File: config.mk
export PLATFORM = sky130hd
export DESIGN_NAME = msi_vector_region_allocator
export DESIGN_NICKNAME = d
export VERILOG_FILES = /design/src/hw/rtl/mvra_pkg.sv /design/src/hw/rtl/msi_vector_region_allocator.sv /design/src/hw/rtl/mvra_pool.sv /design/src/hw/rtl/mvra_datapath.sv /design/src/hw/rtl/mvra_ctrl.sv
export SDC_FILE = /design/constraint.sdc
export NUM_CORES = 1
export LEC_CHECK = 0
export BUFFER_PORTS_ARGS = -buffer_cell sky130_fd_sc_hd__buf_2
export CELL_PAD_IN_SITES_DETAIL_PLACEMENT = 0
export CELL_PAD_IN_SITES_GLOBAL_PLACEMENT = 1
export CORE_MARGIN = 2
export CORE_UTILIZATION = 35
export DETAILED_ROUTE_END_ITERATION = 10
export GPL_ROUTABILITY_DRIVEN = 1
export GPL_TIMING_DRIVEN = 0
export PLACE_DENSITY_LB_ADDON = 0.1
export SETUP_SLACK_MARGIN = 0.4
export SLEW_MARGIN = 20
export SYNTH_ARGS = -nofsm -noshare
export SYNTH_HDL_FRONTEND = slang
export SYNTH_SLANG_ARGS = --single-unit
File: constraint.sdc
create_clock -name clk_i -period 8.69 [get_ports clk_i]
set_input_delay 0.869 -clock clk_i [delete_from_list [all_inputs] [get_ports clk_i]]
set_output_delay 0.869 -clock clk_i [all_outputs]
set_load 0.02 [all_outputs]
File: src/hw/rtl/mvra_pkg.sv
// Shared types, codes and constants of the MSI vector region allocator.
`default_nettype none

package mvra_pkg;

  // Operation codes
  localparam logic CMD_ALLOC = 1'b0;
  localparam logic CMD_FREE  = 1'b1;

  // Result status codes
  localparam logic [1:0] STATUS_OK        = 2'd0;
  localparam logic [1:0] STATUS_NO_SPACE  = 2'd1;
  localparam logic [1:0] STATUS_NOT_FOUND = 2'd2;

  // Configuration register indexes
  localparam int unsigned CFG_IDX_W = 2;
  localparam logic [CFG_IDX_W-1:0] CFG_MSI_MAP_LOW  = 2'd0;
  localparam logic [CFG_IDX_W-1:0] CFG_MSI_MAP_HIGH = 2'd1;
  localparam logic [CFG_IDX_W-1:0] CFG_MSIX_BASE    = 2'd2;

  // Configuration reset values
  localparam logic [31:0] MSI_MAP_LOW_RST  = 32'h6D6C_6B6A;
  localparam logic [31:0] MSI_MAP_HIGH_RST = 32'h918F_8D8B;
  localparam logic [9:0]  MSIX_BASE_RST    = 10'd185;

  // Interrupt number offset added to MSI table entries
  localparam logic [9:0] SPI_OFFSET = 10'd32;

  // Region order: log2 of the rounded vector count, 0..6
  localparam int unsigned ORDER_W = 3;

  typedef struct packed {
    logic       cmd;
    logic       is_msix;
    logic [5:0] vector_count;
    logic [9:0] free_vector;
  } req_t;

  typedef struct packed {
    logic [1:0] status;
    logic [9:0] vector;
  } rsp_t;

  typedef enum logic {
    ST_IDLE,
    ST_EXEC
  } ctrl_state_e;

  // Controller to datapath commands
  typedef struct packed {
    logic load;  // latch the request
    logic exec;  // search, update maps, register result
  } dp_cmd_t;

  // Round a count up to the next power of two, return the exponent.
  function automatic logic [ORDER_W-1:0] count_order(input logic [5:0] cnt);
    logic [ORDER_W-1:0] k;
    if (cnt <= 6'd1)       k = 3'd0;
    else if (cnt <= 6'd2)  k = 3'd1;
    else if (cnt <= 6'd4)  k = 3'd2;
    else if (cnt <= 6'd8)  k = 3'd3;
    else if (cnt <= 6'd16) k = 3'd4;
    else if (cnt <= 6'd32) k = 3'd5;
    else                   k = 3'd6;
    return k;
  endfunction

endpackage

`default_nettype wire

File: src/hw/rtl/msi_vector_region_allocator.sv
// Top level of the MSI / MSI-X vector region allocator.
// An accepted item is latched into the request register; the execute state registers its result and strobes done_o.
// A new item is not taken while one executes; busy is high for the single execute cycle.
// The execute cycle runs the aligned region search over the whole pool map in parallel.
// Reset: both used maps clear to all free, config registers load their defaults.
// The result is strobed on done_o for exactly one cycle; the receiver cannot stall it.
`default_nettype none

module msi_vector_region_allocator #(
  parameter int unsigned MSI_ENTRIES  = 8,   // 1..8
  parameter int unsigned MSIX_ENTRIES = 32   // 1..64
) (
  input  wire logic                            clk_i,
  input  wire logic                            rst_ni,
  // request channel
  input  wire logic                            start,
  output logic                                 busy,
  input  wire mvra_pkg::req_t                  req_i,
  // result channel
  output logic                                 done_o,
  output mvra_pkg::rsp_t                       rsp_o,
  // configuration write channel
  input  wire logic                            cfg_valid_i,
  output logic                                 cfg_ready_o,
  input  wire logic [mvra_pkg::CFG_IDX_W-1:0]  cfg_index_i,
  input  wire logic [31:0]                     cfg_data_i
);
  import mvra_pkg::*;

  dp_cmd_t dp_cmd;

  // config writes go straight into the config registers, always accepted
  assign cfg_ready_o = 1'b1;

  mvra_ctrl u_ctrl (
    .clk_i    (clk_i),
    .rst_ni   (rst_ni),
    .start    (start),
    .busy     (busy),
    .done_o   (done_o),
    .dp_cmd_o (dp_cmd)
  );

  mvra_datapath #(
    .MSI_ENTRIES  (MSI_ENTRIES),
    .MSIX_ENTRIES (MSIX_ENTRIES)
  ) u_datapath (
    .clk_i       (clk_i),
    .rst_ni      (rst_ni),
    .cmd_i       (dp_cmd),
    .req_i       (req_i),
    .cfg_we_i    (cfg_valid_i && cfg_ready_o),
    .cfg_index_i (cfg_index_i),
    .cfg_data_i  (cfg_data_i),
    .rsp_o       (rsp_o)
  );

  // result strobe only while idle, so a new item can be taken alongside it
  assert property (@(posedge clk_i) disable iff (!rst_ni)
    done_o |-> !busy)
    else $error("result strobe while busy");

  // an accepted item makes the block busy
  assert property (@(posedge clk_i) disable iff (!rst_ni)
    start && !busy |=> busy)
    else $error("accepted item did not start");

  // failed or free results carry no vector
  assert property (@(posedge clk_i) disable iff (!rst_ni)
    done_o && (rsp_o.status != STATUS_OK) |-> (rsp_o.vector == '0))
    else $error("nonzero vector on failed request");

  // single-cycle strobe
  assert property (@(posedge clk_i) disable iff (!rst_ni)
    done_o |=> !done_o)
    else $error("result strobe longer than one cycle");

endmodule

`default_nettype wire

File: src/hw/rtl/mvra_pool.sv
// One used-bit pool: aligned free region search, region set and clear.
`default_nettype none

module mvra_pool #(
  parameter int unsigned ENTRIES = 8,
  parameter int unsigned PW      = 3
) (
  input  wire logic                          clk_i,
  input  wire logic                          rst_ni,
  input  wire logic [mvra_pkg::ORDER_W-1:0]  order_i,
  input  wire logic                          alloc_i,
  input  wire logic                          free_i,
  input  wire logic [PW-1:0]                 free_pos_i,
  output logic                               found_o,
  output logic [PW-1:0]                      pos_o
);
  import mvra_pkg::*;

  localparam int unsigned NUM_LVL = 2 ** ORDER_W;

  logic [ENTRIES-1:0] used_q, used_d;
  logic [ENTRIES-1:0] lvl [NUM_LVL];
  logic [ENTRIES-1:0] cand;
  logic [ENTRIES-1:0] mask;
  logic [PW-1:0]      sel_pos;

  // lvl[l][p]: the 2^l entries from p upward exist and are all free
  always_comb begin
    lvl[0] = ~used_q;
    for (int l = 1; l < NUM_LVL; l++) begin
      for (int p = 0; p < ENTRIES; p++) begin
        lvl[l][p] = 1'b0;
        if (p + (1 << (l - 1)) < ENTRIES) begin
          lvl[l][p] = lvl[l-1][p] & lvl[l-1][p + (1 << (l - 1))];
        end
      end
    end
  end

  // candidates are aligned to the region size; lowest wins
  always_comb begin
    found_o = 1'b0;
    pos_o   = '0;
    for (int p = 0; p < ENTRIES; p++) begin
      cand[p] = lvl[order_i][p] && ((p & ((1 << order_i) - 1)) == 0);
    end
    for (int p = ENTRIES - 1; p >= 0; p--) begin
      if (cand[p]) begin
        found_o = 1'b1;
        pos_o   = PW'(p);
      end
    end
  end

  // region mask from the selected start, cut at the pool's end
  always_comb begin
    sel_pos = alloc_i ? pos_o : free_pos_i;
    for (int j = 0; j < ENTRIES; j++) begin
      mask[j] = (j >= int'(sel_pos)) && ((j - int'(sel_pos)) < (1 << order_i));
    end
  end

  always_comb begin
    used_d = used_q;
    if (alloc_i && found_o) begin
      used_d = used_q | mask;
    end else if (free_i) begin
      used_d = used_q & ~mask;
    end
  end

  always_ff @(posedge clk_i or negedge rst_ni) begin
    if (!rst_ni) begin
      used_q <= '0;
    end else begin
      used_q <= used_d;
    end
  end

  // a successful allocation marks its start entry used
  assert property (@(posedge clk_i) disable iff (!rst_ni)
    alloc_i && found_o |=> used_q[$past(pos_o)])
    else $error("allocated region start not marked used");

  // a found region was free before the allocation
  assert property (@(posedge clk_i) disable iff (!rst_ni)
    alloc_i && found_o |-> !used_q[pos_o])
    else $error("allocation picked a used entry");

  // nothing changes while the pool is not addressed
  assert property (@(posedge clk_i) disable iff (!rst_ni)
    !alloc_i && !free_i |=> $stable(used_q))
    else $error("pool map changed without a command");

endmodule

`default_nettype wire

File: src/hw/rtl/mvra_datapath.sv
// Datapath: request latch, config registers, both pools, lookup and result.
`default_nettype none

module mvra_datapath #(
  parameter int unsigned MSI_ENTRIES  = 8,
  parameter int unsigned MSIX_ENTRIES = 32
) (
  input  wire logic                             clk_i,
  input  wire logic                             rst_ni,
  input  wire mvra_pkg::dp_cmd_t                cmd_i,
  input  wire mvra_pkg::req_t                   req_i,
  input  wire logic                             cfg_we_i,
  input  wire logic [mvra_pkg::CFG_IDX_W-1:0]   cfg_index_i,
  input  wire logic [31:0]                      cfg_data_i,
  output mvra_pkg::rsp_t                        rsp_o
);
  import mvra_pkg::*;

  localparam int unsigned PWM = (MSI_ENTRIES > 1)  ? $clog2(MSI_ENTRIES)  : 1;
  localparam int unsigned PWX = (MSIX_ENTRIES > 1) ? $clog2(MSIX_ENTRIES) : 1;
  localparam logic [9:0]  NUM_MSIX = 10'(MSIX_ENTRIES);

  // config registers
  logic [31:0] map_low_q, map_high_q;
  logic [9:0]  msix_base_q;

  // latched request
  logic               cmd_q, is_msix_q;
  logic [ORDER_W-1:0] order_q;
  logic [9:0]         fv_q;

  rsp_t rsp_q, rsp_d;

  logic [63:0]        tbl;
  logic [7:0]         irq [MSI_ENTRIES];
  logic               msi_hit, msix_hit;
  logic [PWM-1:0]     msi_hit_pos;
  logic [10:0]        diff;
  logic               msi_alloc, msi_free, msix_alloc, msix_free;
  logic               msi_found, msix_found;
  logic [PWM-1:0]     msi_pos;
  logic [PWX-1:0]     msix_pos;

  always_ff @(posedge clk_i or negedge rst_ni) begin
    if (!rst_ni) begin
      map_low_q   <= MSI_MAP_LOW_RST;
      map_high_q  <= MSI_MAP_HIGH_RST;
      msix_base_q <= MSIX_BASE_RST;
    end else if (cfg_we_i) begin
      if (cfg_index_i == CFG_MSI_MAP_LOW)  map_low_q   <= cfg_data_i;
      if (cfg_index_i == CFG_MSI_MAP_HIGH) map_high_q  <= cfg_data_i;
      if (cfg_index_i == CFG_MSIX_BASE)    msix_base_q <= cfg_data_i[9:0];
    end
  end

  always_ff @(posedge clk_i) begin
    if (cmd_i.load) begin
      cmd_q     <= req_i.cmd;
      is_msix_q <= req_i.is_msix;
      order_q   <= count_order(req_i.vector_count);
      fv_q      <= req_i.free_vector;
    end
  end

  // MSI table lookup: first matching entry wins
  always_comb begin
    tbl         = {map_high_q, map_low_q};
    msi_hit     = 1'b0;
    msi_hit_pos = '0;
    for (int i = 0; i < MSI_ENTRIES; i++) begin
      irq[i] = tbl[8*i +: 8];
    end
    for (int i = MSI_ENTRIES - 1; i >= 0; i--) begin
      if ({2'b00, irq[i]} + SPI_OFFSET == fv_q) begin
        msi_hit     = 1'b1;
        msi_hit_pos = PWM'(i);
      end
    end
  end

  // MSI-X range check, no wrap on the compare
  assign diff     = {1'b0, fv_q} - {1'b0, msix_base_q};
  assign msix_hit = !diff[10] && (diff[9:0] < NUM_MSIX);

  assign msi_alloc  = cmd_i.exec && (cmd_q == CMD_ALLOC) && !is_msix_q;
  assign msix_alloc = cmd_i.exec && (cmd_q == CMD_ALLOC) && is_msix_q;
  assign msi_free   = cmd_i.exec && (cmd_q == CMD_FREE) && msi_hit;
  assign msix_free  = cmd_i.exec && (cmd_q == CMD_FREE) && !msi_hit && msix_hit;

  mvra_pool #(
    .ENTRIES (MSI_ENTRIES),
    .PW      (PWM)
  ) u_msi_pool (
    .clk_i      (clk_i),
    .rst_ni     (rst_ni),
    .order_i    (order_q),
    .alloc_i    (msi_alloc),
    .free_i     (msi_free),
    .free_pos_i (msi_hit_pos),
    .found_o    (msi_found),
    .pos_o      (msi_pos)
  );

  mvra_pool #(
    .ENTRIES (MSIX_ENTRIES),
    .PW      (PWX)
  ) u_msix_pool (
    .clk_i      (clk_i),
    .rst_ni     (rst_ni),
    .order_i    (order_q),
    .alloc_i    (msix_alloc),
    .free_i     (msix_free),
    .free_pos_i (diff[PWX-1:0]),
    .found_o    (msix_found),
    .pos_o      (msix_pos)
  );

  always_comb begin
    rsp_d.status = STATUS_OK;
    rsp_d.vector = '0;
    if (cmd_q == CMD_ALLOC) begin
      if (is_msix_q) begin
        if (msix_found) rsp_d.vector = msix_base_q + 10'(msix_pos);
        else            rsp_d.status = STATUS_NO_SPACE;
      end else begin
        if (msi_found) rsp_d.vector = {2'b00, irq[msi_pos]} + SPI_OFFSET;
        else           rsp_d.status = STATUS_NO_SPACE;
      end
    end else if (!msi_hit && !msix_hit) begin
      rsp_d.status = STATUS_NOT_FOUND;
    end
  end

  always_ff @(posedge clk_i) begin
    if (cmd_i.exec) begin
      rsp_q <= rsp_d;
    end
  end

  assign rsp_o = rsp_q;

endmodule

`default_nettype wire

File: src/hw/rtl/mvra_ctrl.sv
// Controller: request sequencing and the result strobe.
`default_nettype none

module mvra_ctrl (
  input  wire logic         clk_i,
  input  wire logic         rst_ni,
  input  wire logic         start,
  output logic              busy,
  output logic              done_o,
  output mvra_pkg::dp_cmd_t dp_cmd_o
);
  import mvra_pkg::*;

  ctrl_state_e state_q, state_d;
  logic        done_q, done_d;

  always_ff @(posedge clk_i or negedge rst_ni) begin
    if (!rst_ni) begin
      state_q <= ST_IDLE;
      done_q  <= 1'b0;
    end else begin
      state_q <= state_d;
      done_q  <= done_d;
    end
  end

  always_comb begin
    state_d       = state_q;
    dp_cmd_o.load = 1'b0;
    dp_cmd_o.exec = 1'b0;
    unique case (state_q)
      ST_IDLE: begin
        if (start) begin
          dp_cmd_o.load = 1'b1;
          state_d       = ST_EXEC;
        end
      end
      ST_EXEC: begin
        dp_cmd_o.exec = 1'b1;
        state_d       = ST_IDLE;
      end
      default: state_d = ST_IDLE;
    endcase
    done_d = dp_cmd_o.exec;
  end

  assign busy   = (state_q == ST_EXEC);
  assign done_o = done_q;

  // load and exec never overlap
  assert property (@(posedge clk_i) disable iff (!rst_ni)
    !(dp_cmd_o.load && dp_cmd_o.exec))
    else $error("load and exec in the same cycle");

  // a loaded item executes in the next cycle
  assert property (@(posedge clk_i) disable iff (!rst_ni)
    dp_cmd_o.load |=> dp_cmd_o.exec)
    else $error("loaded item not executed");

  // the strobe follows execution exactly
  assert property (@(posedge clk_i) disable iff (!rst_ni)
    dp_cmd_o.exec |=> done_o)
    else $error("missing result strobe");

endmodule

`default_nettype wire

After elaboration in Yosys (flattened, before gate mapping)

Index checks and enable logic that the tools add are counted.

Output and inout port bits: 15
Logic and storage cells: 550
Bits in registers: 143
Input bits: 56

Bitwise gates (word level): 128
Multiplexer cells: 127
Magnitude comparators: 87
Reduce and logical (&&, ||, !) cells: 130
Add/subtract/negate cells: 52
Equality and inequality tests: 10
Shift-type cells: 1

Operators with widths:

| kind                                                | count |
|---|---|
| < comparator 6 x 32 -> 1 bit                        | 32 |
| zero test 32 bit                                    | 31 |
| < comparator 4 x 32 -> 1 bit                        | 8 |
| 2-to-1 mux 5 bit                                    | 33 |
| 2-to-1 mux 32 bit                                   | 4 |
| AND 1 bit                                           | 116 |
| binary-select mux 32 bit (select 3 bit)             | 1 |
| subtractor 5 x 5 -> 6 bit (first input constant)    | 16 |
| logical AND 1 bit                                   | 87 |
| adder 8 x 6 -> 9 bit (second input constant)        | 9 |
| equality test 10 bit                                | 8 |
| >= comparator 5 bit (first input constant)          | 15 |
| NOT 32 bit                                          | 2 |
| 2-to-1 mux 1 bit                                    | 54 |
| 2-to-1 mux 3 bit                                    | 17 |
| binary-select mux 8 bit (select 3 bit)              | 2 |
| 2-to-1 mux 8 bit                                    | 6 |
| subtractor 4 x 5 -> 6 bit (first input constant)    | 8 |
| >= comparator 4 x 5 -> 1 bit (first input constant) | 8 |
| AND 32 bit                                          | 1 |
| OR 32 bit                                           | 1 |
| left shift 1 x 3 -> 32 bit (first input constant)   | 1 |
| subtractor 3 x 5 -> 6 bit (first input constant)    | 4 |
| >= comparator 3 x 5 -> 1 bit (first input constant) | 4 |
| 38 further kinds                                    | 67 |

Longest topological paths before layout

Depth in word-level cells: 50
Gate-level depth with buffers: 25

Hierarchy

From an unflattened synthesis, not the netlist that was laid out.

Cells, all modules: 1782
Area, all modules: 16388.2 um2

By module, submodules not included:

| module                             | times used | area each (um2) | cells an instance |
|---|---|---|---|
| mvra_pool (u_datapath.u_msix_pool) | 1          | 7946.4          | 1008 |
| mvra_datapath                      | 1          | 6221.0          | 503 |
| mvra_pool (u_datapath.u_msi_pool)  | 1          | 2130.8          | 264 |
| mvra_ctrl                          | 1          | 78.8            | 5 |
| msi_vector_region_allocator        | 1          | 11.3            | 2 |

Worst setup path before layout

No wires, ideal clock.

Path type: register -> register
From: register with a tool-made name
To: register with a tool-made name
Data required time: 8.565 ns
Data arrival time: 4.532 ns
Stages on the path, launching flop included: 21
Slack: 4.033 ns
Library setup time: 0.125 ns
Path buffers: 1
Clock period less this slack: 4.657 ns
Cells stage by stage: dfrtp_1 or4_4 o32a_1 a21oi_1 a211oi_1 o2111ai_1 nand2_1 a22oi_1 clkbuf_1 inv_1 ha_1 inv_1 xnor2_1 inv_1 ha_1 or3_1 o21ai_0 a21oi_1 a21oi_1 o311ai_0 mux2_2

==> results.txt <==
Number of flops mapped to enable cells by yosys: 27
GR peak layer: met2
DR vias/cell: 5.818
Postcts setup bufs: 0
GPL Wtd Cong: 0.8986
XOR/XNOR Fraction of Synth Area: 5.580%
Pwr/cell area: 247.3 nW/um^2
Die area: 44720 sq um
Synth Instances: 1648
DRC Markers: 0
Ant diodes: 0
Total power: 4.180 mW
P_leak: 7.229 nW
GR met2 Demand/Resource: 43.14%
Synth Area in Simple Gates: 14.73%
Initial DRC Count: 857
Fin crit period: 6.619 ns
CP bufs+invs: 2
Fmax: 151.1 MHz
Cell Area, Synth: 15070 sq um
I/O pin count: 71
Setup TNS: 0 ns
Max stage delay cell, worst path: a211oi_1
VDD IR max: 0.1568 mV
Initial antenna violation count: 0
CTS clk-pin slew, worst paths: 0.07 ns
Avg Cell Area, Syn: 9.143 sq um
Slew Viols, Final: 0
Htree depth: 4
Critical Path Source Type: register
Met3 usage: 2.982%
GR Util met1: 30.87%
Core area: 42790 sq um
Cts hold-fix bufs: 0
Clock sinks: 143
Largest family of logic cells by synthesized area: compound AO/OA/AOI/OAI gates
Hold Path Class: input pin to async pin
Total track usage: 24.36%
Actual slew at the worst max-slew pin: 1.079 ns
First-pass GRT wire length: 81740 microns
CP Class: register to register
Final WL: 53830 microns
Nets: 2019
Final Hold Violating Endpoints: 0
Clock Skew: 0.01567 ns
Largest net degree at the start of global routing: 80
Clock latency on the worst-skew pair: 0.46 ns
Synth async-reset ratio: 81.12%
Cts repair resizes: 0
CP top delay family: compound AO/OA/AOI/OAI gates
YS warnings: 0
Multiplexer share of the synthesized area: 9.949%
Status: complete, no violations
Synth-to-layout area growth: 12.19%
Synth cell types: 96
CTS tree: done
Number of fill cells: 4363
CTS Buf Count: 17
Site Rows: 76
Proportion of layout cells with a drive suffix above 1: 18.45%
CP cell instances: or4_1 > nor4_2 > a31o_2 > a211oi_1 > o2111ai_1 > nand2_1 > a22oi_1 > clkbuf_1 > inv_1 > ha_1 > o21ai_0 > a211oi_1 > nor2_1 > o21ai_0 > a21oi_1 > o211a_1 > a22o_1
DRT antenna net count: 0
Post-synth top flop: dfrtp_1
Critical Path RT: 9.04 ns
Bufs on Longest Clock Path: 2
Sequential cell area: 3762 sq um
Vias: 13390
Endpoints failing setup: 0
Total congestion overflow: 0
Worst EP arrival: 6.97 ns
Post-synthesis sequential area ratio: 24.97%
Area of the multi-input gates: 10630 sq um
Worst Path Max Fanout: 14
Die height: 211.5 microns
#FFs+latches synth: 143
Vias in the first global route: 13250
Port bufs: 69
Max-slew headroom: 27.64%
Initial core utilization: 35.21%
Crit-path max cell delay: 0.87 ns
Die Width: 211.5 microns
MaxCap Viol Count: 0
Compound-Gate Fraction of Synth Area: 21.17%
RSZ-0062 raised after global routing: false
Worst Setup End Kind: register
Adder-cell share of the synthesized area: 18.77%
Clock Tree Root: clkbuf_16
Net Count, Synth: 1924
Tcrit/Tclk final: 76.16%
HPWL after DPL: 42260 microns
Drt pass-1 iters: 5
Drt wl/cell: 23.38 microns
==> cells in the mapped netlist (17+ instances only) <==
cell | count | area share, %
dfstp_2 | 39 | 6.8
mux2_2 | 91 | 6.8
a211oi_1 | 28 | 1.4
a21o_1 | 41 | 2.0
dfrtp_1 | 77 | 13
nor4_1 | 17 | 0.71
clkbuf_1 | 25 | 0.62
ha_1 | 218 | 18
nor3_1 | 28 | 0.93
xnor2_1 | 45 | 2.6
a31oi_1 | 17 | 0.71
or3_1 | 17 | 0.71
nand2_1 | 80 | 2.0
mux2i_1 | 44 | 2.9
o21ai_0 | 77 | 2.6
buf_2 | 24 | 0.80
nor2_1 | 89 | 2.2
nand3_1 | 41 | 1.4
xor2_1 | 51 | 3.0
edfxtp_1 | 27 | 5.4
o31ai_1 | 20 | 1.0
nor2b_1 | 17 | 0.71
a21oi_1 | 107 | 3.6
inv_1 | 87 | 2.2
==> logic make-up after synthesis <==
logic type | Yosys count
AND/OR/NAND/NOR | 414
XOR/XNOR | 96
other | 1
adder cells (fa/ha/maj) | 226
flip-flops | 143
multiplexers | 138
buffers and inverters | 162
AO/OA/AOI/OAI | 468
==> worst paths after layout <==
| path | end | slack [ns] | cells past startpoint |
|---|---|---|---|
| setup / recovery | register | 2.07 | 17 |
| hold / removal | async pin | 0.29 | 1 |
| setup reg to reg | register | 2.07 | 17 |
| hold reg to reg | u_datapath.msix_base_q[9] | 0.51 | 1 |
| max in group asynchronous | u_datapath.msix_base_q[5] | 7.60 | 2 |
| min in group clk_i | u_datapath.msix_base_q[9] | 0.51 | 1 |
==> cell usage in the layout, fill, tap and decap left out, types with 28 or more instances in the layout <==
master / n
inv_1: 87
mux2_2: 91
xor2_1: 51
ha_1: 218
xnor2_1: 45
a211oi_1: 28
nand3_1: 37
a21oi_1: 107
a21o_1: 41
dfrtp_1: 77
nor2_1: 89
o21ai_0: 77
mux2i_1: 44
dfstp_2: 39
buf_2: 92
nand2_1: 79
==> final cells by class <==
cell class | instances | share of cell area (%)
clock inverter | 11 | 0.7698
sequential | 143 | 22.26
tap | 546 | 4.041
buffer | 71 | 2.265
clock buffer | 21 | 2.724
inverter | 91 | 2.021
multi-input combinational | 1343 | 62.89
timing repair buffer | 76 | 3.035
==> report_power, final <==
part           leakage [nW]  switching [mW]  total [mW]  internal [mW]
logic                  5.34            1.41        2.36          0.954
clock network         0.285           0.325       0.765          0.440
registers              1.61           0.204        1.05          0.847
total                  7.23            1.94        4.18           2.24
==> layer usage <==
metal / up-vias / share of wire, %
met5: - / 0
met4: 0 / 2.1
met3: 67 / 3.1
met2: 270 / 50
met1: 6635 / 45
li1: 6420 / -
==> per-stage QoR <==
stage	std cells	area, sq um	setup slack [ns]	utilization [%]	hold slack [ns]
2_1_floorplan	1648	15070	4.033	-	0.4794
3_3_place_gp	2263	16100	1.519	37.61	0.4990
3_5_place_dp	2270	16310	2.129	38.12	0.5007
4_1_cts	2302	16900	2.092	39.50	0.2951
5_1_grt	2302	16900	1.733	39.50	0.3075
6_report	2302	16900	2.071	39.50	0.2928
Note: power is estimated with default switching activity, not from simulation.
